`src/design/apt_pkg.sv`:
```
// ---------------------------------------------------------------------------
// apt_pkg: shared types and constants of the affine point transform
// Coordinate format, pipeline stage map, lane interface types and the
// reset matrix.
// ---------------------------------------------------------------------------
package apt_pkg;

  // Fixed-point format of coordinates and coefficients
  localparam int COORD_WIDTH = 32;
  localparam int FRAC_BITS   = 16;

  // External field and register widths
  localparam int FIELD_W    = 32;
  localparam int REG_W      = 64;
  localparam int HALF_W     = REG_W / 2;
  localparam int NUM_REGS   = 6;
  localparam int CFG_ADDR_W = 3;

  // One lane per matrix row
  localparam int NUM_LANES = 3;

  // Exact product and sum widths (three products plus translation and bias)
  localparam int PROD_W = 2 * COORD_WIDTH;
  localparam int SUM_W  = PROD_W + 3;

  // Pipeline stage map: four lane stages and the output register
  localparam int PIPE_STAGES = 5;
  localparam int STG_MUL     = 0;
  localparam int STG_PAIR    = 1;
  localparam int STG_SUM     = 2;
  localparam int STG_SAT     = 3;
  localparam int STG_OUT     = 4;

  typedef logic signed [COORD_WIDTH-1:0] coord_t;
  typedef logic signed [PROD_W-1:0]      prod_t;
  typedef logic signed [SUM_W-1:0]       sum_t;

  // Round to nearest, ties upward
  localparam sum_t ROUND_BIAS = SUM_W'(64'(1) << (FRAC_BITS - 1));

  // Clamp limits at internal width and as sign-extended output words
  localparam sum_t SAT_MAX = SUM_W'((64'(1) << (COORD_WIDTH - 1)) - 64'(1));
  localparam sum_t SAT_MIN = ~SAT_MAX;
  localparam logic [FIELD_W-1:0] OUT_MAX =
    FIELD_W'((64'(1) << (COORD_WIDTH - 1)) - 64'(1));
  localparam logic [FIELD_W-1:0] OUT_MIN = ~OUT_MAX;

  // Reset matrix: identity
  localparam logic [REG_W-1:0] RST_ROW0_COLS01 = 64'h0000_0000_0001_0000;
  localparam logic [REG_W-1:0] RST_ROW0_COLS23 = 64'h0000_0000_0000_0000;
  localparam logic [REG_W-1:0] RST_ROW1_COLS01 = 64'h0001_0000_0000_0000;
  localparam logic [REG_W-1:0] RST_ROW1_COLS23 = 64'h0000_0000_0000_0000;
  localparam logic [REG_W-1:0] RST_ROW2_COLS01 = 64'h0000_0000_0000_0000;
  localparam logic [REG_W-1:0] RST_ROW2_COLS23 = 64'h0000_0000_0001_0000;

  // Stage load enables from the flow control
  typedef struct packed {
    logic [PIPE_STAGES-1:0] en;
  } apt_ctl_t;

  // One matrix row: three coefficients and the translation
  typedef struct packed {
    coord_t c0;
    coord_t c1;
    coord_t c2;
    coord_t t;
  } apt_row_t;

  // Lane result
  typedef struct packed {
    logic [COORD_WIDTH-1:0] val;
    logic                   sat;
  } apt_lane_res_t;

endpackage

```
`src/design/apt_merge.sv`:
```
// ---------------------------------------------------------------------------
// apt_merge: output register
// Gathers the three lane results into one result word and combines the
// clamp flags.
// ---------------------------------------------------------------------------
module apt_merge
  import apt_pkg::*;
(
  input  logic                                clk,
  input  apt_ctl_t                            ctl,
  input  apt_lane_res_t [NUM_LANES-1:0]       lane_res,
  output logic [NUM_LANES*FIELD_W-1:0]        data,
  output logic                                sat
);

  logic [NUM_LANES*FIELD_W-1:0] data_r, data_nxt;
  logic                         sat_r, sat_nxt;

  // Sign-extend each coordinate and OR the flags
  always_comb begin
    sat_nxt = 1'b0;
    for (int l = 0; l < NUM_LANES; l++) begin
      data_nxt[l*FIELD_W +: FIELD_W] = FIELD_W'(signed'(lane_res[l].val));
      sat_nxt = sat_nxt | lane_res[l].sat;
    end
  end

  always_ff @(posedge clk) begin
    if (ctl.en[STG_OUT]) begin
      data_r <= data_nxt;
      sat_r  <= sat_nxt;
    end
  end

  assign data = data_r;
  assign sat  = sat_r;

endmodule
```
`config.mk`:
```
export PLATFORM = sky130hd
export DESIGN_NAME = apt_merge
export DESIGN_NICKNAME = d
export VERILOG_FILES = /design/src/design/apt_pkg.sv /design/src/design/apt_merge.sv
export SDC_FILE = /design/constraint.sdc
export NUM_CORES = 1
export LEC_CHECK = 0
export BUFFER_PORTS_ARGS = -buffer_cell sky130_fd_sc_hd__clkbuf_2
export CAP_MARGIN = 40
export CORE_MARGIN = 10
export CORE_UTILIZATION = 31
export DETAILED_ROUTE_END_ITERATION = 16
export PLACE_DENSITY = 0.72
export SYNTH_ARGS = -nofsm -noshare
export SYNTH_HDL_FRONTEND = slang
export SYNTH_SLANG_ARGS = --single-unit
```
`constraint.sdc`:
```
create_clock -name clk -period 0.85 [get_ports clk]
set_input_delay 0.0425 -clock clk [delete_from_list [all_inputs] [get_ports clk]]
set_output_delay 0.0425 -clock clk [all_outputs]
set_load 0.01 [all_outputs]
```
== Word level (Yosys, flattened, before mapping) ==
Index checks and enable logic that the tools add are counted.
Operators by class
  bitwise gates (word level): 2
Operators with widths (number)
  $or 1x1->1: 2
Word-level totals
  bits in registers: 97

== Depth between registers and ports, before layout ==
Gate-level depths: netlist (run 1).
  depth in word-level cells: 2
  mapped depth: 1
  mapped depth without buffers: 1

== Worst setup path after synthesis (run 1) ==
No wires, ideal clock.
  kind: input-to-reg
  from: input port lane_res[33] (netlist name)
  to: register sat_r, in the netlist sat (data pin)
  setup time: 0.266 ns
  arrival: 0.384 ns
  data required time: 0.584 ns
  slack: 0.201 ns
  cell stages on the path: 1
  path buffers: 0
  path through: or3_1
On the way
  cells in the longest elaborated chain, start to end: 2
Ends and longest elaborated chain
  from (decl): RTL line apt_merge.sv:11  | input apt_lane_res_t [NUM_LANES-1:0] lane_res,
  $or 1x1->1 (2 in series): RTL line apt_merge.sv:24  | sat_nxt = sat_nxt | lane_res[l].sat;
  to (signal assigned): RTL line apt_merge.sv:31  | sat_r <= sat_nxt;
  to (decl): RTL line apt_merge.sv:17  | logic sat_r, sat_nxt;
No other way between the ends.
A chain may end at the register's enable or synchronous reset.

== Worst setup path in the final report (run 1) ==
  from: register data_r[38], in the netlist data[38]
  to: output port data[38]
RTL lines
  from (decl): RTL line apt_merge.sv:16  | logic [NUM_LANES*FIELD_W-1:0] data_r, data_nxt;
  from (signal assigned): RTL line apt_merge.sv:30  | data_r <= data_nxt;
  to (decl): RTL line apt_merge.sv:12  | output logic [NUM_LANES*FIELD_W-1:0] data,
No word-level cell between the ends.

==> impl_metrics.ini, run 1 <==
[timing]
worst_slew_pin_slew_ps = 234
layout_worst_path_cycle_share = 1.10
timing.fmax_mhz = 1070
finalCriticalPeriod_ps = 939
whs_ps = -20.1
rsz0062_at_grt = yes
fin_ws_ps = -88.5
hold_viol_final = 1
slew_violations = 0
setup_viol = 97
maxSlewHeadroom = 0.844

[final_layout]
layout.nets = 511
area_growth_pct = 80.9
fillers = 713
multi_input_area_um2 = 6.26
final_util = 0.574
regArea_um2 = 2910
drive_above_1_share = 0.521

[placement]
globalplace.congestion = 0.663
portBuffers = 197
pre_cts_ws_ps = 33.6

[power_and_ir_drop]
cellLeakagePower_nw = 2.30
vdd_drop_max_mv = 0.874
power.density_nw_per_um2 = 1920

[route]
routedWlPerCell_um = 17.9
drt_iter0_markers = 87
drtPass1Iterations = 4
num_vias = 2156
routed_wl_um = 9430
drc = 0
viasPerCell = 4.09
ant_nets = 0

[critical_path]
critical_path.top_delay_family = flip-flops
crit_type = reg -> out
startpoint_type = register
worst_setup_path_end_kind = primary output
cp_max_fo = 1
cp.required_ps = 810
cpMaxStageDelayCell = edfxtp_1
path_cells = clkbuf_2
path_buf_inv = 1
max_stage_delay_ps = 410
critPathArrivalTime_ps = 900

[synthesis]
netlist_instances = 98
yosysUniqueCellTypes = 2
ys_seq_elements = 97
synth-adder-area-share = 0
synth.avg_cell_area_um2 = 29.8
synth_nets = 203
seq_area_frac_synth = 0.998
synth_top_family_by_area = simple AND/OR/NAND/NOR gates
synthMuxAreaShare = 0
synth-warning-count = 0
yosys.area_share.simple = 0.00214
synthXorXnorAreaFrac = 0
synth_area_um2 = 2920
synth_compound_area_frac = 0

[die]
core.rowCount = 35
start_util = 0.317
die_h_um = 117
dieArea_um2 = 13700
die_width_um = 117
fp.coreArea_um2 = 9200
pin_count = 202

[clock_network]
postCtsSetupRepairBufs = 0
cts_hold_buf = 97
cts_sinks = 97
cts_buffers = 9
root_buffer = clkbuf_8
clkTransAtPathRegs_ps = 90
htreeDepth = 3
cts-root-to-sink-buffers = 2
cts_tree = done

[hold_path]
hold_path.class = in -> reg

[grt]
grt_overflow = 0
track_usage = 0.136
antenna_found_initial = 7
grt_pass1_vias = 2501
grt_max_degree = 45
grt_pass1_wl_um = 13900

[status]
status = finished, violations left
violations = negative hold slack, negative setup slack

[run]
cap_violations = 0
-- layout by cell type (no fill, tap or decap) --
| cell type | synthesis | layout |
|---|---|---|
| clkinv_2 | 0 | 2 |
| bufinv_16 | 0 | 2 |
| diode_2 | 0 | 7 |
| buf_12 | 0 | 2 |
| buf_4 | 0 | 2 |
| clkbuf_8 | 0 | 9 |
| or3_1 | 1 | 1 |
| clkbuf_2 | 0 | 190 |
| edfxtp_1 | 97 | 97 |
| clkbuf_1 | 0 | 1 |
| dlygate4sd3_1 | 0 | 97 |
| buf_2 | 0 | 6 |
-- path summary, 6_finish.rpt --
path | startpoint | to | slack, ps | cells past startpoint
max | data[38] | data[38] | -90 | 1
min | lane_res[66] | sat | -20 | 2
-- state kept, by name, summed over array words and instances, names as in the netlist --
register,cells
sat,1
data,96
-- where the power goes --
group | switching [W] | internal, W
Clock | 0.00143 | 0.00162
Sequential | 0.000107 | 0.00568
Combinational | 0.000595 | 0.000703
-- synth_stat cells --
cell type / count / share of area
or3_1: 1 / 0.0021
edfxtp_1: 97 / 1.0
-- per-layer routing --
layer  GRT usage  part of all wire  up-vias
met5           0            0.0014        -
met4      0.0404            0.0067        2
met3      0.0815              0.13        7
met2       0.231              0.50      121
met1       0.137              0.36     1004
li1            -                 -     1022
-- cell families after synthesis --
kind of cell / count (synthesis)
flops: 97
simple gates: 1
-- cell type report --
cell class | count | area share
clock inverter | 4 | 0.0133
tap | 111 | 0.0263
clock buffer | 10 | 0.0242
multi-input combinational | 1 | 0.00118
timing repair buffer | 297 | 0.380
sequential | 97 | 0.552
antenna | 7 | 0.00332
-- what timing repair did --
action / 4_1_cts / 5_1_grt
endpoints found under the setup margin: 97 / 97
hold endpoints to repair: 101 / 1
resized for setup: 0 / 6
pin swaps: 0 / 0
-- stage by stage --
stage / TNS, ps / total power (W) / hold WS [ps] / cells / cell area [um2]
floorplan: 0 / 0.00610 / 141 / 98 / 2920
global placement: 0 / 0.00682 / 220 / 409 / 4090
detailed placement: 0 / 0.00685 / 221 / 409 / 4090
CTS: -7780 / 0.0103 / -52.4 / 520 / 5260
global route: -9980 / 0.0106 / -41.7 / 525 / 5280
finish: -4590 / 0.0101 / -20.1 / 527 / 5280
(Power assumes the default switching activity.)
==> run 2: changes to the inputs <==
ABC_AREA = 1   (was not set)
BUFFER_PORTS_ARGS = not set   (was -buffer_cell sky130_fd_sc_hd__clkbuf_2)
CTS_BUF_LIST = sky130_fd_sc_hd__clkbuf_8   (was not set)
DONT_BUFFER_PORTS = 1   (was not set)
PLACE_DENSITY = 0.54   (was 0.72)
==> impl_metrics.ini, run 2 <==
[clock_network]
cts_tree = done
cts_buffers = 9
root_buffer = clkbuf_8
cts_hold_buf = 99
clkTransAtPathRegs_ps = 100
cts-root-to-sink-buffers = 2
htreeDepth = 3
cts.repair.resized = 0
cts_sinks = 97

[route]
ant_nets = 0
drtPass1Iterations = 4
drt_iter0_markers = 136
routed_wl_um = 8020
drc = 0
num_vias = 1425
viasPerCell = 4.37
routedWlPerCell_um = 24.6

[timing]
fin_ws_ps = -7.48
whs_ps = -192
finalCriticalPeriod_ps = 857
layout_worst_path_cycle_share = 1.01
timing.fmax_mhz = 1170
maxSlewHeadroom = 0.880
slew_violations = 0
setup_viol = 7
rsz0062_at_grt = yes
finalSetupTns_ps = -32.2
worst_slew_pin_slew_ps = 180
hold_viol_final = 97

[grt]
antenna_found_initial = 0
grt_pass1_wl_um = 10700
grt_max_degree = 98
grt_overflow = 0
grt_pass1_vias = 1579
track_usage = 0.108

[critical_path]
critPathArrivalTime_ps = 810
crit_type = reg -> out
cp_max_fo = 1
worst_setup_path_end_kind = primary output
startpoint_type = register
critPathLaunch = data[13]
cp.required_ps = 810

[synthesis]
synth_edf_count = 97
synthMuxAreaShare = 0
synth.avg_cell_area_um2 = 29.2
synth-warning-count = 0
synth-adder-area-share = 0
ys_seq_elements = 97
netlist_instances = 100
synth_area_um2 = 2920
netlist_top_cells_count = edfxtp_1, inv_1, nand2_1, nor2_1
synth_nets = 205
synth_compound_area_frac = 0
synthXorXnorAreaFrac = 0
yosys.area_share.simple = 0.00257
synth_top_family_by_area = simple AND/OR/NAND/NOR gates
synth_most_common_cell = edfxtp_1
synth_top_area_frac = 0.996
synth_top_area_cell = edfxtp_1
async_flop_share = 0
yosysUniqueCellTypes = 4
seq_area_frac_synth = 0.996
synthTopCellsByArea = edfxtp_1, inv_1, nand2_1, nor2_1
synth_ff_type = edfxtp_1

[die]
pin_count = 202
fp.coreArea_um2 = 9200
dieArea_um2 = 13700
die_h_um = 117
core.rowCount = 35
start_util = 0.318
die_width_um = 117

[final_layout]
largest_reg_flops = 96
area_growth_pct = 45.5
layout.nets = 315
final_cells = 326
diodes = 0
final_common_cell = dlygate4sd3_1
drive_above_1_share = 0.0698
layout_common_cells = dlygate4sd3_1, edfxtp_1, clkbuf_8, clkinvlp_4

[power_and_ir_drop]
cellLeakagePower_nw = 1.47
power.density_nw_per_um2 = 2210
power.total_w = 0.00942
vdd_drop_max_mv = 0.830

[status]
status = finished, violations left
violations = negative hold slack, negative setup slack

[hold_path]
min_path_cells = 0
hold_path.class = in -> reg
min_from = ctl[4]
whs_endpoint = data[73]

[placement]
pre_cts_ws_ps = 363
globalplace.congestion = 0.698
dp_cells = 211
portBuffers = 0

[run]
cap_violations = 0
## run 2: cells by family (layout without fill, tap and decap cells)
group / after synthesis / count (layout)
buffers and inverters: 1 / 116
flip-flops: 97 / 97
AND/OR/NAND/NOR: 2 / 2
## run 2: cell type report
class                   instances  area, um2
fillers                       747       4940
flip-flops and latches         97       2910
repair buffers                 99        991
well taps                     111        139
clock buffers                   9        124
clock inverters                 7       77.6
multi-input cells               2       7.51
inverters                       1       3.75
## run 2: report_power, final
part | internal (W) | switching [W] | leakage (nW) | total [W]
clock network | 0.00139 | 0.00156 | 0.0954 | 0.00294
logic | 0.000304 | 0.0000823 | 0.422 | 0.000386
registers | 0.00570 | 0.000391 | 0.950 | 0.00609
## run 2: per-stage QoR
stage | utilization | area (um2)
after floorplan | - | 2920
after global placement | 0.333 | 3060
after detailed placement | 0.333 | 3060
after CTS | 0.463 | 4260
after global routing | 0.463 | 4260
final | 0.463 | 4260
## run 2: worst max path at each step
stage	depth (start not counted)	slack, ps	end
after floorplan	0	410	data[0]
after global placement	0	370	data[15]
after detailed placement	0	360	data[26]
after CTS	0	-40	data[26]
after global routing	0	-70	data[88]
final	0	-7	data[13]
## run 2: timing repair
| item | in CTS | in global routing |
|---|---|---|
| setup endpoints to repair | 79 | 97 |
| endpoints found under the hold margin | 194 | 97 |
| setup buffers | 0 | 0 |
## run 2: per-layer routing
layer	vias up	global-route usage	part of all wire
met2	123	0.178	0.51
met5	-	0	0
met1	676	0.107	0.34
met3	6	0.0754	0.14
met4	0	0.0321	0.010
li1	620	-	-
==> run 3: changes to the inputs <==
GPL_TIMING_DRIVEN = 0   (was not set)
==> impl_metrics.ini, run 3 (same netlist as run 2, synthesis figures left out) <==
[route]
routed_wl_um = 7910
met3_length_um = 1140
drt_iter0_markers = 88
drc = 0
num_vias = 1417
viasPerCell = 4.35
ant_nets = 0
routedWlPerCell_um = 24.3
dr_wl_met2_um = 3910
drt-met1-wl_um = 2800
drtPass1Iterations = 3
dr.max_layer_used = met4

[placement]
portBuffers = 0
place_area_um2 = 3060
globalplace.congestion = 0.691

[critical_path]
critPathArrivalTime_ps = 820
path_depth = 0
crit_type = reg -> out
startpoint_type = register
cp_max_fo = 1
cp.required_ps = 810
worst_setup_path_end_kind = primary output

[timing]
timing.fmax_mhz = 1160
rsz0062_at_grt = yes
hold_viol_final = 97
slew_violations = 0
whs_ps = -189
layout_worst_path_cycle_share = 1.02
finalCriticalPeriod_ps = 863
setup_viol = 5
fin_ws_ps = -13.4
worst_slew_pin_slew_ps = 184
maxSlewHeadroom = 0.877

[final_layout]
regArea_um2 = 2910
fillers = 738
final_common_cell = dlygate4sd3_1
layout_common_cells = dlygate4sd3_1, edfxtp_1, clkbuf_8, clkinvlp_4
postLayoutCellArea_um2 = 4260
drive_above_1_share = 0.0698
diodes = 0
largest_reg_flops = 96
area_growth_pct = 45.5
layout.nets = 315
multi_input_area_um2 = 7.51

[grt]
grt_overflow = 0
antenna_found_initial = 0
grt_max_degree = 98
track_usage = 0.106
grt_pass1_vias = 1580
grt_pass1_wl_um = 10400

[die]
pin_count = 202
die_width_um = 117
start_util = 0.318
dieArea_um2 = 13700
core.rowCount = 35
die_h_um = 117
fp.coreArea_um2 = 9200

[power_and_ir_drop]
p_int_w = 0.00739
swShare = 0.214
p_switching_w = 0.00201
power.density_nw_per_um2 = 2210
comb_power_share = 0.041
cellLeakagePower_nw = 1.47
sequentialPowerShare = 0.647
vdd_drop_max_mv = 1.02
pwr-share-clk = 0.312

[hold_path]
min_path_cells = 0
hold_path.class = in -> reg

[clock_network]
clkTransAtPathRegs_ps = 90
cts_tree = done
root_buffer = clkbuf_8
cts.repair.resized = 0
cts_hold_buf = 99
cts_buffers = 9
cts-root-to-sink-buffers = 2
cts_sinks = 97
htreeDepth = 3
postCtsSetupRepairBufs = 0

[run]
cap_violations = 0

[status]
violations = negative hold slack, negative setup slack
status = finished, violations left
run 3: per-layer routing:
layer  GRT usage  up-vias
li1            -      621
met1       0.105      671
met2       0.172      123
met3      0.0719        2
met4      0.0420        0
met5           0        -
run 3: area by class of cell:
type | instances | area share
sequential | 97 | 0.685
timing repair buffer | 99 | 0.233
tap | 111 | 0.0326
clock buffer | 9 | 0.0291
clock inverter | 7 | 0.0182
multi-input combinational | 2 | 0.00176
inverter | 1 | 0.000882
run 3: path summary, 6_finish.rpt:
kind	start	end	slack, ps
setup / recovery	data[13]	data[13]	-10
hold / removal	ctl[4]	data[5]	-190
run 3: metrics by stage:
step                      instances  setup slack, ps  total power [W]  setup TNS, ps  utilization
after detailed placement        211              360          0.00621              0        0.333
after global placement          211              359          0.00622              0        0.333
after global routing            326            -72.4          0.00986          -3670        0.463
final                           326            -13.4          0.00940          -32.6        0.463
after CTS                       326            -37.7          0.00950           -980        0.463
after floorplan                 100              414          0.00610              0            -
run 3: power by group through the flow:
| stage | logic [W] | clock network [W] | registers, W |
|---|---|---|---|
| after global routing | 0.000413 | 0.00331 | 0.00614 |
| after floorplan | 0.00000252 | 0 | 0.00610 |
| after global placement | 0.00000300 | 0 | 0.00622 |
| after CTS | 0.000377 | 0.00302 | 0.00610 |
| after detailed placement | 0.00000354 | 0 | 0.00621 |
| final | 0.000385 | 0.00293 | 0.00609 |
