$ cat config.mk
export PLATFORM = sky130hd
export DESIGN_NAME = apt_flow
export DESIGN_NICKNAME = d
export VERILOG_FILES = /design/src/design/apt_pkg.sv /design/src/design/apt_flow.sv
export SDC_FILE = /design/constraint.sdc
export NUM_CORES = 1
export LEC_CHECK = 0
export BUFFER_PORTS_ARGS = -buffer_cell sky130_fd_sc_hd__buf_2
export CORE_AREA = 2 2 39 41
export CTS_CLUSTER_SIZE = 25
export DETAILED_ROUTE_END_ITERATION = 10
export DIE_AREA = 0 0 41 43
export PLACE_DENSITY = 0.45
export SLEW_MARGIN = 10
export SYNTH_ARGS = -nofsm -noshare
export SYNTH_HDL_FRONTEND = slang
export SYNTH_SLANG_ARGS = --single-unit
$ cat constraint.sdc
create_clock -name clk -period 1.5 [get_ports clk]
set_clock_uncertainty 0.05 [all_clocks]
set_input_delay 0.3 -clock clk [delete_from_list [all_inputs] [get_ports clk]]
set_output_delay 0.3 -clock clk [all_outputs]
set_load 0.1 [all_outputs]
$ cat src/design/apt_pkg.sv
// ---------------------------------------------------------------------------
// apt_pkg: shared types and constants of the affine point transform
// Coordinate format, pipeline stage map, lane interface types and the
// reset matrix.
// ---------------------------------------------------------------------------
package apt_pkg;

  // Fixed-point format of coordinates and coefficients
  localparam int COORD_WIDTH = 32;
  localparam int FRAC_BITS   = 16;

  // External field and register widths
  localparam int FIELD_W    = 32;
  localparam int REG_W      = 64;
  localparam int HALF_W     = REG_W / 2;
  localparam int NUM_REGS   = 6;
  localparam int CFG_ADDR_W = 3;

  // One lane per matrix row
  localparam int NUM_LANES = 3;

  // Exact product and sum widths (three products plus translation and bias)
  localparam int PROD_W = 2 * COORD_WIDTH;
  localparam int SUM_W  = PROD_W + 3;

  // Pipeline stage map: four lane stages and the output register
  localparam int PIPE_STAGES = 5;
  localparam int STG_MUL     = 0;
  localparam int STG_PAIR    = 1;
  localparam int STG_SUM     = 2;
  localparam int STG_SAT     = 3;
  localparam int STG_OUT     = 4;

  typedef logic signed [COORD_WIDTH-1:0] coord_t;
  typedef logic signed [PROD_W-1:0]      prod_t;
  typedef logic signed [SUM_W-1:0]       sum_t;

  // Round to nearest, ties upward
  localparam sum_t ROUND_BIAS = SUM_W'(64'(1) << (FRAC_BITS - 1));

  // Clamp limits at internal width and as sign-extended output words
  localparam sum_t SAT_MAX = SUM_W'((64'(1) << (COORD_WIDTH - 1)) - 64'(1));
  localparam sum_t SAT_MIN = ~SAT_MAX;
  localparam logic [FIELD_W-1:0] OUT_MAX =
    FIELD_W'((64'(1) << (COORD_WIDTH - 1)) - 64'(1));
  localparam logic [FIELD_W-1:0] OUT_MIN = ~OUT_MAX;

  // Reset matrix: identity
  localparam logic [REG_W-1:0] RST_ROW0_COLS01 = 64'h0000_0000_0001_0000;
  localparam logic [REG_W-1:0] RST_ROW0_COLS23 = 64'h0000_0000_0000_0000;
  localparam logic [REG_W-1:0] RST_ROW1_COLS01 = 64'h0001_0000_0000_0000;
  localparam logic [REG_W-1:0] RST_ROW1_COLS23 = 64'h0000_0000_0000_0000;
  localparam logic [REG_W-1:0] RST_ROW2_COLS01 = 64'h0000_0000_0000_0000;
  localparam logic [REG_W-1:0] RST_ROW2_COLS23 = 64'h0000_0000_0001_0000;

  // Stage load enables from the flow control
  typedef struct packed {
    logic [PIPE_STAGES-1:0] en;
  } apt_ctl_t;

  // One matrix row: three coefficients and the translation
  typedef struct packed {
    coord_t c0;
    coord_t c1;
    coord_t c2;
    coord_t t;
  } apt_row_t;

  // Lane result
  typedef struct packed {
    logic [COORD_WIDTH-1:0] val;
    logic                   sat;
  } apt_lane_res_t;

endpackage

$ cat src/design/apt_flow.sv
// ---------------------------------------------------------------------------
// apt_flow: stage valid tracking and load enables
// Each stage loads when it is empty or its successor moves on, so bubbles
// close up and the input flows while a result waits and a stage is empty.
// ---------------------------------------------------------------------------
module apt_flow
  import apt_pkg::*;
(
  input  logic                   clk,
  input  logic                   rst_n,
  input  logic                   in_valid,
  output logic                   in_ready,
  output logic                   out_valid,
  input  logic                   out_ready,
  output apt_ctl_t               ctl,
  output logic [PIPE_STAGES-1:0] valid
);

  logic [PIPE_STAGES-1:0] vld_r;
  logic [PIPE_STAGES-1:0] vld_nxt;
  logic [PIPE_STAGES-1:0] rdy;

  // Ready ripples back from the output register
  always_comb begin
    rdy[STG_OUT] = !vld_r[STG_OUT] || out_ready;
    for (int k = PIPE_STAGES - 2; k >= 0; k--) begin
      rdy[k] = !vld_r[k] || rdy[k+1];
    end
  end

  // Advance valid bits where a stage loads
  always_comb begin
    vld_nxt[0] = rdy[0] ? in_valid : vld_r[0];
    for (int k = 1; k < PIPE_STAGES; k++) begin
      vld_nxt[k] = rdy[k] ? vld_r[k-1] : vld_r[k];
    end
  end

  always_ff @(posedge clk) begin
    if (!rst_n) begin
      vld_r <= '0;
    end else begin
      vld_r <= vld_nxt;
    end
  end

  assign ctl.en    = rdy;
  assign in_ready  = rdy[0];
  assign out_valid = vld_r[STG_OUT];
  assign valid     = vld_r;

endmodule

---- Word level (Yosys, flattened, before mapping) ----
Index checks and enable logic that the tools add are counted.
cells by class
  reduce and logical (&&, ||, !) cells .... 10
operators by type and width
  cell               number
  logical NOT 1 bit  5
  logical OR 1 bit   5
storage, ports and cells
  register bits ........................... 5
  bits of input ports ..................... 4
  output and inout port bits .............. 12
  logic and storage cells ................. 15

---- Logic depth before layout (Yosys ltp) ----
Gate-level depths: netlist of the first run.
  depth after elaboration ................. 6
  mapped depth ............................ 3
  gate-level depth less buffers ........... 3

---- Worst setup path after synthesis of the first run ----
Ideal clock, no wire load.
  kind .................................... reg2out
  from .................................... register vld_r[2] (netlist: valid[2])
  to ...................................... output port ctl[0] in the netlist's numbering
  arrival time ............................ 2713 ps
  required time ........................... 1150 ps
  slack ................................... -1563 ps
  stages on the path, launching flop included .. 4
  path buffers ............................ 1
  cell sequence ........................... dfxtp_1 > and4b_2 > nand3_1 > buf_4
on the way
  word-level cells in the longest chain between the ends .. 4
RTL lines
  item                           line            source
  start, declared                apt_flow.sv:19  logic [PIPE_STAGES-1:0] vld_r;
  start signal, assigned         apt_flow.sv:43  vld_r <= vld_nxt;
  logical NOT 1 bit              apt_flow.sv:27  rdy[k] = !vld_r[k] || rdy[k+1];
  logical OR 1 bit (3 in a row)  apt_flow.sv:27
  end, declared                  apt_flow.sv:15  output apt_ctl_t ctl,
Every way passes these cells.

---- Worst setup path in the final report of the first run ----
  from .................................... register vld_r[2] (netlist: valid[2])
  to ...................................... output port in_ready
on the way
  word-level cells in the longest chain between the ends .. 4
RTL lines
  item                           line            source
  logical NOT 1 bit              apt_flow.sv:27
  logical OR 1 bit (3 in a row)  apt_flow.sv:27
  end, declared                  apt_flow.sv:12  output logic in_ready,
Every way passes these cells.

==> key figures, run 1 <==
Setup path
  – CP max FO: 4
  – Capturing point of the worst reg2reg path: valid[0]$_SDFFE_PN0P_
  – CP peak stage delay: 0.34 ns
  – Critical Path End Type: output port
  – Number of cells on the worst reg-to-reg path: 3
  – Worst endpoint data arrival time: 1.18 ns
  – Type of the setup path with the least slack: flop to output port
  – Slowest-stage cell, CP: sky130_fd_sc_hd__dfxtp_4
  – Required time at the worst-slack endpoint: 1.15 ns
  – Ordered cell list for the critical path: and4b_2 > nand3_4 > buf_12
  – Sort of element at the start of the critical path: flop
  – Worst-case register-to-register setup slack: 0.51 ns
  – Worst reg2reg startpoint: valid[2]$_SDFFE_PN0P_

Finish
  – Sequential cell area: approximately 110 µm²
  – Layout cell share with drive strength beyond 1: 79.1%
  – Growth of design area from synthesis to finish: 114%
  – Max reg flops: 5
  – Filler cells: 147
  – Combined area of the multi-input logic cells: 106 µm²
  – Layout Cells excl Fill: 59
  – Final net count: 48
  – Cell area after layout: 465 µm²
  – Final antenna diode count: 0

Synthesis
  – Ys Warns: 0
  – Ranking of synthesized cells by instance count: 5 x sky130_fd_sc_hd__dfxtp_1, 4 x sky130_fd_sc_hd__nand2_1, 3 x sky130_fd_sc_hd__o21a_1
  – Largest cells by area after synthesis: sky130_fd_sc_hd__dfxtp_1 46%, sky130_fd_sc_hd__o21a_1 10%, sky130_fd_sc_hd__buf_4 6.9%, sky130_fd_sc_hd__nand2_1 6.9%, sky130_fd_sc_hd__and4b_2 5.2%
  – Post-synthesis sequential area ratio: 46.0%
  – Largest area contributor in the netlist: sky130_fd_sc_hd__dfxtp_1
  – Asr flop ratio synth: 0%
  – Mean cell area of the mapped netlist: 9.07 µm²
  – Proportion of netlist area held by the largest area contributor: a little under half
  – Gate count after technology mapping: 24
  – Number of nets in the synthesized netlist: 28
  – Post-synth cell types: 12
  – Register bit total from synthesis: 5
  – Area of the mapped netlist: ~220 µm²
  – Number of enable flip-flop cells after synthesis: 0
  – Most instantiated flip-flop cell in the synthesis netlist: sky130_fd_sc_hd__dfxtp_1
  – Most instantiated library cell after synthesis: sky130_fd_sc_hd__dfxtp_1

Timing
  – Fin. Hold Viols: 0
  – Time the worst path needs with I/O delays and setup: 1.53 ns
  – Pin slew with the least headroom to its limit: 0.490 ns
  – Final period util: 102%
  – Setup violations, final: 2
  – Number of slew-limit violations in the final report: 0
  – Worst relative slew slack: 67.6%
  – Worst hold slack across all endpoints: about 0.23 ns
  – Worst-case setup margin in the final layout: -0.0294 ns
  – Achievable Freq: 654 MHz
  – RSZ-0062 raised after global routing: yes

Hold path
  – Startpoint of the lowest-slack hold path: in_valid
  – Worst min-delay path class: input pin to flop
  – Hold Crit Depth: 3
  – Hold-critical path endpoint: valid[0]$_SDFFE_PN0P_

Global route
  – Via count of the first global-routing pass: 209
  – Number of antenna violations at the first check in global routing: 0
  – Wire length of the first global-routing pass: 814 µm
  – GRT Overall Usage: 6.93%
  – Largest net degree at the start of global routing: 8
  – Global route overflow: 0

Power
  – Post-route total power: 343 µW
  – Total leakage power: 0.213 nW
  – Worst IR Drop VDD: ~0.00041 V
  – Pwr Density: about 740 nW/µm²

Run
  – Max-capacitance violation count: 0

Clock tree
  – Clock Sinks: 5
  – Number of buffers between clock root and the deepest sink: 2
  – Worst-Skew Late Latency: 0.23 ns
  – H-tree lvl count: 1
  – CTS tree: yes
  – Clock-pin slew on the worst setup and hold paths: 0.04 ns
  – Buffer cell driving the clock tree root: sky130_fd_sc_hd__clkbuf_4
  – CTS Hold Bufs: 0
  – Number of buffers created by CTS: 3

Floorplan
  – Area inside the core boundary: 1380 µm²
  – Die H: ~43 µm
  – I/O pin count: 16
  – Initial Utilization: 15.7%
  – Die Footprint: 1760 µm²
  – Std-Cell Rows: 14
  – Die X-Extent: 41 µm

Route
  – First-iteration detailed-routing DRC count: 2
  – Final routed DRC violation total: 0
  – Final WL: between 500 and 600 µm
  – Detailed-routing iteration count for the pre-antenna-repair pass: 2
  – Residual antenna-violating net count after detailed routing: 0
  – Post-detailed-route via-to-cell ratio: 3.90
  – Total number of vias: 230
  – Detail-routed net length per standard cell: between 8 and 9 µm

Placed design
  – Pre-CTS worst setup slack: 0.0956 ns
  – Final weighted congestion in routability-driven placement: 0.573
  – Dpl cell area: 422 µm²
  – Port Buffers: 15
  – Post-placement cell count: 53

Outcome
  – Status: complete, but fails checks
  – Violations in the final reports: setup timing
metrics by stage:
stage | util, % | setup TNS (ns)
after detailed placement | 30.5 | 0
after global routing | 33.6 | -0.248
after floorplan | - | -0.694
final | 33.6 | -0.0582
after global placement | 30.5 | 0
after CTS | 32.9 | -0.110
critical path: cells and delay by family, from the launching register on:
kind                   cells  cell delay, ns
and+or+nand+nor            2            0.42
DFF                        1            0.34
buffers and inverters      1            0.18
repair_timing:
action | CTS | global route
buffers inserted | 1 | 1
cloned | 0 | 0
pin swaps | 1 | 0
endpoints found under the setup margin | 4 | 4
gates resized for setup | 0 | 1
cell families (layout without fill, tap and decap cells):
kind of cell    after synthesis  in the layout  share of synthesized area [%]
buf+inv                       5             24                           12.1
compound gates                5              5                           16.7
simple gates                  9              9                           25.3
flops                         5              5                           46.0
power by group:
part	switching, mW	leakage (nW)	total [mW]	internal [mW]
clock	0.0504	0.0150	0.151	0.100
combinational	0.0420	0.154	0.0534	0.0114
sequential	0.00535	0.0438	0.139	0.134
layout make-up:
| class | count | area share [%] |
|---|---|---|
| inverter | 3 | 4.03 |
| timing repair buffer | 17 | 38.7 |
| tap | 16 | 4.30 |
| clock buffer | 4 | 5.65 |
| sequential | 5 | 24.5 |
| multi-input combinational | 14 | 22.8 |
cells in the final DEF, fill, tap and decap left out, types with 2 or more instances in the layout:
| master | instances |
|---|---|
| sky130_fd_sc_hd__buf_12 | 6 |
| sky130_fd_sc_hd__clkinvlp_4 | 2 |
| sky130_fd_sc_hd__buf_2 | 9 |
| sky130_fd_sc_hd__clkbuf_4 | 3 |
| sky130_fd_sc_hd__buf_4 | 2 |
| sky130_fd_sc_hd__dfxtp_4 | 3 |
| sky130_fd_sc_hd__o21a_1 | 3 |
| sky130_fd_sc_hd__nand2_1 | 3 |
| sky130_fd_sc_hd__dfxtp_2 | 2 |
layer usage:
layer / vias to the layer above / GRT usage (%) / wire, µm
met5: - / 0 / 0
met4: 0 / 4.00 / 0
met3: 0 / 4.19 / 77
met2: 16 / 9.38 / 201
met1: 96 / 8.06 / 250
li1: 118 / - / -
how the worst max path moves through the flow:
stage	slack, ns	startpoint	to	depth (start not counted)
after floorplan	-0.33	valid[4]$_SDFFE_PN0P_	ctl[0]	3
after global placement	0.11	out_ready	in_ready	4
after detailed placement	0.1	out_ready	ctl[1]	4
after CTS	-0.04	valid[3]$_SDFFE_PN0P_	ctl[1]	3
after global routing	-0.08	valid[2]$_SDFFE_PN0P_	in_ready	3
final	-0.03	valid[2]$_SDFFE_PN0P_	in_ready	3
(Power assumes the default switching activity.)
==> inputs of run 2 (changes only) <==
==> constraint.sdc (replaced) <==
create_clock -name clk -period 1.5 [get_ports clk]
set_clock_uncertainty 0.05 [all_clocks]
set_input_delay 0.225 -clock clk [delete_from_list [all_inputs] [get_ports clk]]
set_output_delay 0.225 -clock clk [all_outputs]
set_load 0.1 [all_outputs]
==> run 2 against run 1 <==
  * The flow now finishes without violations
  * Design area is 3.8% lower
  * First-iteration DRC count is 100% lower
  * Register-to-register slack improved by 0.02 ns
  * Final cell count is 3.4% lower
  * Total power increased by 0.23%
  * Global-route usage increased by 0.30 points
  * Die area is the same
  * Worst hold slack lost 0.079 ns
  * Setup slack better by 0.080 ns
  * Count of clock-buffer cells in the layout is the same
  * Combinational power decreased by 3%
  * Largest cell class unchanged
  * Largest power group unchanged
==> key figures, run 2 (synthesis gave the netlist of run 1 again) <==
Timing
  – RSZ-0062 raised after global routing: no (was yes)
  – Achievable Freq: 690 MHz (was 654 MHz)
  – Fin. Hold Viols: 0 (unchanged)
  – Time the worst path needs with I/O delays and setup: 1.45 ns (was 1.53 ns)
  – Final period util: 96.6% (was 102%)
  – Pin slew with the least headroom to its limit: 0.485 ns (was 0.490 ns)
  – Number of slew-limit violations in the final report: 0 (unchanged)
  – Worst relative slew slack: 67.9% (was 67.6%)
  – Setup violations, final: 0 (was 2)

Setup path
  – Sort of element at the start of the critical path: flop (unchanged)
  – Number of cells on the worst reg-to-reg path: 3 (unchanged)
  – Capturing point of the worst reg2reg path: valid[0]$_SDFFE_PN0P_ (unchanged)
  – CP max FO: 4 (unchanged)
  – Type of the setup path with the least slack: flop to output port (unchanged)
  – Worst endpoint data arrival time: 1.17 ns (was 1.18 ns)
  – Worst reg2reg startpoint: valid[2]$_SDFFE_PN0P_ (unchanged)
  – Required time at the worst-slack endpoint: 1.22 ns (was 1.15 ns)
  – Critical Path End Type: output port (unchanged)
  – Worst-case register-to-register setup slack: 0.53 ns (was 0.51 ns)

Route
  – Post-detailed-route via-to-cell ratio: 3.82 (was 3.90)
  – Residual antenna-violating net count after detailed routing: 0 (unchanged)
  – First-iteration detailed-routing DRC count: 0 (was 2)
  – Total number of vias: 218 (was 230)
  – Detailed-routing iteration count for the pre-antenna-repair pass: 1 (was 2)
  – Final routed DRC violation total: 0 (unchanged)
  – Final WL: 513 µm (was 530 µm)
  – Detail-routed net length per standard cell: 9.00 µm (was 8.98 µm)

Finish
  – Max reg flops: 5 (unchanged)
  – Layout Cells excl Fill: 57 (was 59)
  – Most common cell after layout, fill and taps aside: sky130_fd_sc_hd__buf_2 (unchanged)
  – Layout cell share with drive strength beyond 1: 75.6% (was 79.1%)
  – Final net count: 46 (was 48)
  – Growth of design area from synthesis to finish: 106% (was 114%)
  – Filler cells: 151 (was 147)
  – Share of the core filled with cells: 32.4% (was 33.6%)
  – Commonest cells after routing, fill and taps aside: 9 x sky130_fd_sc_hd__buf_2, 6 x sky130_fd_sc_hd__buf_12, 4 x sky130_fd_sc_hd__nand2_1 (was 9 x sky130_fd_sc_hd__buf_2, 6 x sky130_fd_sc_hd__buf_12)
  – Final antenna diode count: 0 (unchanged)

Hold path
  – Hold Crit Depth: 3 (unchanged)
  – Worst min-delay path class: input pin to flop (unchanged)
  – Hold-critical path endpoint: valid[0]$_SDFFE_PN0P_ (unchanged)
  – Startpoint of the lowest-slack hold path: in_valid (unchanged)

Clock tree
  – Buffer cell driving the clock tree root: sky130_fd_sc_hd__clkbuf_4 (unchanged)
  – Number of buffers created by CTS: 3 (unchanged)
  – CTS tree: yes (unchanged)
  – # Post-CTS Setup Buffers: 0 (was 1)
  – Post-cts sizing count: 0 (unchanged)
  – Clock-pin slew on the worst setup and hold paths: 0.04 ns (about the same)
  – Clock Sinks: 5 (unchanged)
  – H-tree lvl count: 1 (unchanged)
  – CTS Hold Bufs: 0 (unchanged)
  – Number of buffers between clock root and the deepest sink: 2 (unchanged)
  – Worst-Skew Late Latency: 0.24 ns (was 0.23 ns)

Floorplan
  – Die H: 43 µm (unchanged)
  – Std-Cell Rows: 14 (unchanged)
  – I/O pin count: 16 (unchanged)
  – Die X-Extent: 41 µm (unchanged)
  – Area inside the core boundary: 1380 µm² (unchanged)
  – Initial Utilization: 15.7% (unchanged)
  – Die Footprint: 1760 µm² (unchanged)

Placed design
  – Post-placement cell count: 53 (unchanged)
  – Port Buffers: 15 (unchanged)
  – Final weighted congestion in routability-driven placement: 0.676 (was 0.573)

Power
  – Total leakage power: 0.201 nW (was 0.213 nW)
  – Post-route total power: 344 µW (was 343 µW)
  – Pwr Density: 768 nW/µm² (was 738 nW/µm²)
  – Worst IR Drop VDD: 0.000364 V (was 0.000414 V)

Global route
  – Number of antenna violations at the first check in global routing: 0 (unchanged)
  – Largest net degree at the start of global routing: 8 (unchanged)
  – GRT Overall Usage: 7.24% (was 6.93%)
  – Global route overflow: 0 (unchanged)
  – Via count of the first global-routing pass: 206 (was 209)
  – Wire length of the first global-routing pass: 821 µm (was 814 µm)

Run
  – Max-capacitance violation count: 0 (unchanged)

Outcome
  – Status: finished, final reports clean (was complete, but fails checks)
[run 2: cell count changes in the layout (fill, tap and decap cells not counted)]
| cell | delta |
|---|---|
| sky130_fd_sc_hd__buf_4 | -2 |
| sky130_fd_sc_hd__nand2_2 | -1 |
| sky130_fd_sc_hd__nand2_1 | +1 |
[run 2: area by class of cell]
type | count | area (µm²) | share of cell area [%]
Tap cell | 16 | 20.0 | 4.47
Clock buffer | 4 | 26.3 | 5.87
Multi-Input combinational cell | 14 | 104 | 23.2
Sequential cell | 5 | 114 | 25.4
Timing Repair Buffer | 15 | 165 | 36.9
Inverter | 3 | 18.8 | 4.19
[run 2: critical path, cell delays in order (launching register included)]
cell and delay (ns):
sky130_fd_sc_hd__dfxtp_4 0.34, sky130_fd_sc_hd__and4b_2 0.30, sky130_fd_sc_hd__nand3_4 0.12, sky130_fd_sc_hd__buf_12 0.18
[run 2: report_power, final]
part	switching, mW	internal [mW]
clock	0.0525	0.100
combinational	0.0415	0.0104
sequential	0.00551	0.134
total	0.0995	0.245
[run 2: how the worst max path moves through the flow]
| stage | start | endpoint | slack (ns) |
|---|---|---|---|
| final | valid[2]$_SDFFE_PN0P_ | in_ready | 0.05 |
| after global routing | valid[4]$_SDFFE_PN0P_ | in_ready | 0.0003 |
| after CTS | valid[4]$_SDFFE_PN0P_ | in_ready | 0.02 |
| after detailed placement | out_ready | in_ready | 0.24 |
| after global placement | out_ready | in_ready | 0.25 |
| after floorplan | valid[4]$_SDFFE_PN0P_ | ctl[0] | -0.26 |
[run 2: metal layers]
metal	GRT usage [%]	wire length, µm
met1	7.10	199
met2	10.9	307
met3	1.57	6
met4	8.00	0
met5	0	0
[run 2: metrics by stage]
| step | setup WS, ns | setup TNS, ns | hold slack, ns | cell area, µm² |
|---|---|---|---|---|
| floorplan | -0.259 | -0.461 | 0.289 | 259 |
| global placement | 0.252 | 0 | 0.396 | 422 |
| detailed placement | 0.243 | 0 | 0.401 | 422 |
| CTS | 0.0174 | 0 | 0.146 | 448 |
| global route | 0.000298 | 0 | 0.170 | 448 |
| finish | 0.0503 | 0 | 0.153 | 448 |
==> inputs of run 3 (changes only) <==
--- a/config.mk
+++ b/config.mk
@@ -10,7 +10,7 @@
 export CTS_CLUSTER_SIZE = 25
 export DETAILED_ROUTE_END_ITERATION = 10
 export DIE_AREA = 0 0 41 43
-export PLACE_DENSITY = 0.45
+export PLACE_DENSITY = 0.42
 export SLEW_MARGIN = 10
 export SYNTH_ARGS = -nofsm -noshare
 export SYNTH_HDL_FRONTEND = slang
==> run 3 against run 2 <==
  * Global-route usage fell by 0.19 points
  * Die area did not move
  * Worst hold slack worse by 0.0046 ns
  * Combinational power hardly changed
  * Critical path type unchanged
  * Total power fell by 0.44%
  * Final cell count is the same
  * Register-to-register slack worse by 0.02 ns
  * Sequential power about the same
  * First-iteration DRC count unchanged
  * Count of clock-buffer cells in the layout unchanged
==> key figures, run 3 (synthesis gave the netlist of run 1 again) <==
Floorplan
  – I/O pin count: 16 (unchanged)
  – Initial Utilization: 15.7% (unchanged)
  – Die X-Extent: 41 µm (unchanged)
  – Die Footprint: 1760 µm² (unchanged)
  – Area inside the core boundary: 1380 µm² (unchanged)
  – Std-Cell Rows: 14 (unchanged)
  – Die H: 43 µm (unchanged)

Timing
  – RSZ-0062 raised after global routing: yes (was no)
  – Pin slew with the least headroom to its limit: 0.485 ns (about the same)
  – Setup total negative slack: 0 ns (unchanged)
  – Achievable Freq: 684 MHz (was 690 MHz)
  – Final period util: 97.5% (was 96.6%)
  – Worst hold slack across all endpoints: 0.149 ns (was 0.153 ns)
  – Worst-case setup margin in the final layout: 0.0378 ns (was 0.0503 ns)
  – Worst relative slew slack: 67.9% (about the same)
  – Number of slew-limit violations in the final report: 0 (unchanged)
  – Fin. Hold Viols: 0 (unchanged)
  – Time the worst path needs with I/O delays and setup: 1.46 ns (was 1.45 ns)
  – Setup violations, final: 0 (unchanged)

Clock tree
  – Post-cts sizing count: 0 (unchanged)
  – Number of buffers between clock root and the deepest sink: 2 (unchanged)
  – H-tree lvl count: 1 (unchanged)
  – Clock-pin slew on the worst setup and hold paths: 0.04 ns (about the same)
  – # Post-CTS Setup Buffers: 0 (unchanged)
  – CTS Hold Bufs: 0 (unchanged)
  – Buffer cell driving the clock tree root: sky130_fd_sc_hd__clkbuf_4 (unchanged)
  – CTS tree: yes (unchanged)
  – Number of buffers created by CTS: 3 (unchanged)
  – Worst-Skew Late Latency: 0.24 ns (about the same)
  – Clock Sinks: 5 (unchanged)

Setup path
  – Required time at the worst-slack endpoint: 1.22 ns (about the same)
  – Worst endpoint data arrival time: 1.19 ns (was 1.17 ns)
  – Sort of element at the start of the critical path: flop (unchanged)
  – Type of the setup path with the least slack: flop to output port (unchanged)
  – Critical Path End Type: output port (unchanged)
  – CP max FO: 4 (unchanged)

Placed design
  – DPL Wire Length: 423 µm
  – Post-placement cell count: 53 (unchanged)
  – Port Buffers: 15 (unchanged)
  – Final weighted congestion in routability-driven placement: 0.674 (was 0.676)
  – Pre-CTS worst setup slack: 0.240 ns (was 0.243 ns)

Global route
  – Wire length of the first global-routing pass: 786 µm (was 821 µm)
  – Number of antenna violations at the first check in global routing: 0 (unchanged)
  – GRT Overall Usage: 7.04% (was 7.24%)
  – Via count of the first global-routing pass: 199 (was 206)
  – Global route overflow: 0 (unchanged)
  – Largest net degree at the start of global routing: 8 (unchanged)

Finish
  – Growth of design area from synthesis to finish: 106% (unchanged)
  – Max reg flops: 5 (unchanged)
  – Filler cells: 146 (was 151)
  – Share of the core filled with cells: 32.4% (unchanged)
  – Most common cell after layout, fill and taps aside: sky130_fd_sc_hd__buf_2 (unchanged)
  – Layout Cells excl Fill: 57 (unchanged)
  – Final net count: 46 (unchanged)
  – Final antenna diode count: 0 (unchanged)
  – Layout cell share with drive strength beyond 1: 75.6% (unchanged)
  – Commonest cells after routing, fill and taps aside: 9 x sky130_fd_sc_hd__buf_2, 6 x sky130_fd_sc_hd__buf_12, 4 x sky130_fd_sc_hd__nand2_1 (unchanged)

Route
  – Detail-routed net length per standard cell: 8.91 µm (was 9.00 µm)
  – First-iteration detailed-routing DRC count: 0 (unchanged)
  – Highest metal layer with signal wires: met3 (unchanged)
  – Detailed-routing iteration count for the pre-antenna-repair pass: 1 (unchanged)
  – Total length of routed met2 wires: 299 µm (was 307 µm)
  – Wire length on met1: 193 µm (was 199 µm)
  – Residual antenna-violating net count after detailed routing: 0 (unchanged)
  – Final WL: 508 µm (was 513 µm)
  – Post-detailed-route via-to-cell ratio: 3.72 (was 3.82)
  – Final routed DRC violation total: 0 (unchanged)
  – Routed wl met3: 16 µm (was 6 µm)
  – Total number of vias: 212 (was 218)

Power
  – Total leakage power: 0.201 nW (about the same)
  – Pwr Density: 765 nW/µm² (was 768 nW/µm²)
  – Worst IR Drop VDD: 0.000392 V (was 0.000364 V)

Run
  – Max-capacitance violation count: 0 (unchanged)

Hold path
  – Worst min-delay path class: input pin to flop (unchanged)

Outcome
  – Status: finished, final reports clean (unchanged)
-- run 3: cell counts in the layout (fill, tap and decap cells not counted) --
Identical to the previous run, type by type.
-- run 3: layer usage --
layer  up-vias  track usage, %
met5         -               0
met4         0            8.00
met3         0            3.14
met2         3            9.69
met1        98            6.80
li1        111               -
-- run 3: stage by stage --
step                      cell area [µm²]  total power, mW
after detailed placement              422            0.194
after CTS                             448            0.352
final                                 448            0.343
after global routing                  448            0.362
after floorplan                       259            0.181
after global placement                422            0.193
-- run 3: worst max-delay path: stages (launching register included) --
cell and delay, ns:
sky130_fd_sc_hd__dfxtp_4 0.34, sky130_fd_sc_hd__and4b_2 0.31, sky130_fd_sc_hd__nand3_4 0.12, sky130_fd_sc_hd__buf_12 0.18
-- run 3: where the power goes --
part / switching [mW] / internal (mW)
clock network: 0.0514 / 0.100
registers: 0.00542 / 0.134
logic: 0.0412 / 0.0103
-- run 3: final timing paths --
check                           slack [ns]  cells after the start               endpoint                   from
worst max register to register        0.51                      3  valid[0]$_SDFFE_PN0P_  valid[2]$_SDFFE_PN0P_
worst min register to register        0.43                      1  valid[4]$_SDFFE_PN0P_  valid[3]$_SDFFE_PN0P_
worst max-delay path                  0.04                      3                 ctl[0]  valid[2]$_SDFFE_PN0P_
worst min-delay path                  0.15                      3  valid[0]$_SDFFE_PN0P_               in_valid
-- run 3: cell type report --
class	count	area [µm²]	share of cell area, %
repair buffers	15	165	36.9
flip-flops and latches	5	114	25.4
multi-input cells	14	104	23.2
clock buffers	4	26.3	5.87
well taps	16	20.0	4.47
inverters	3	18.8	4.19
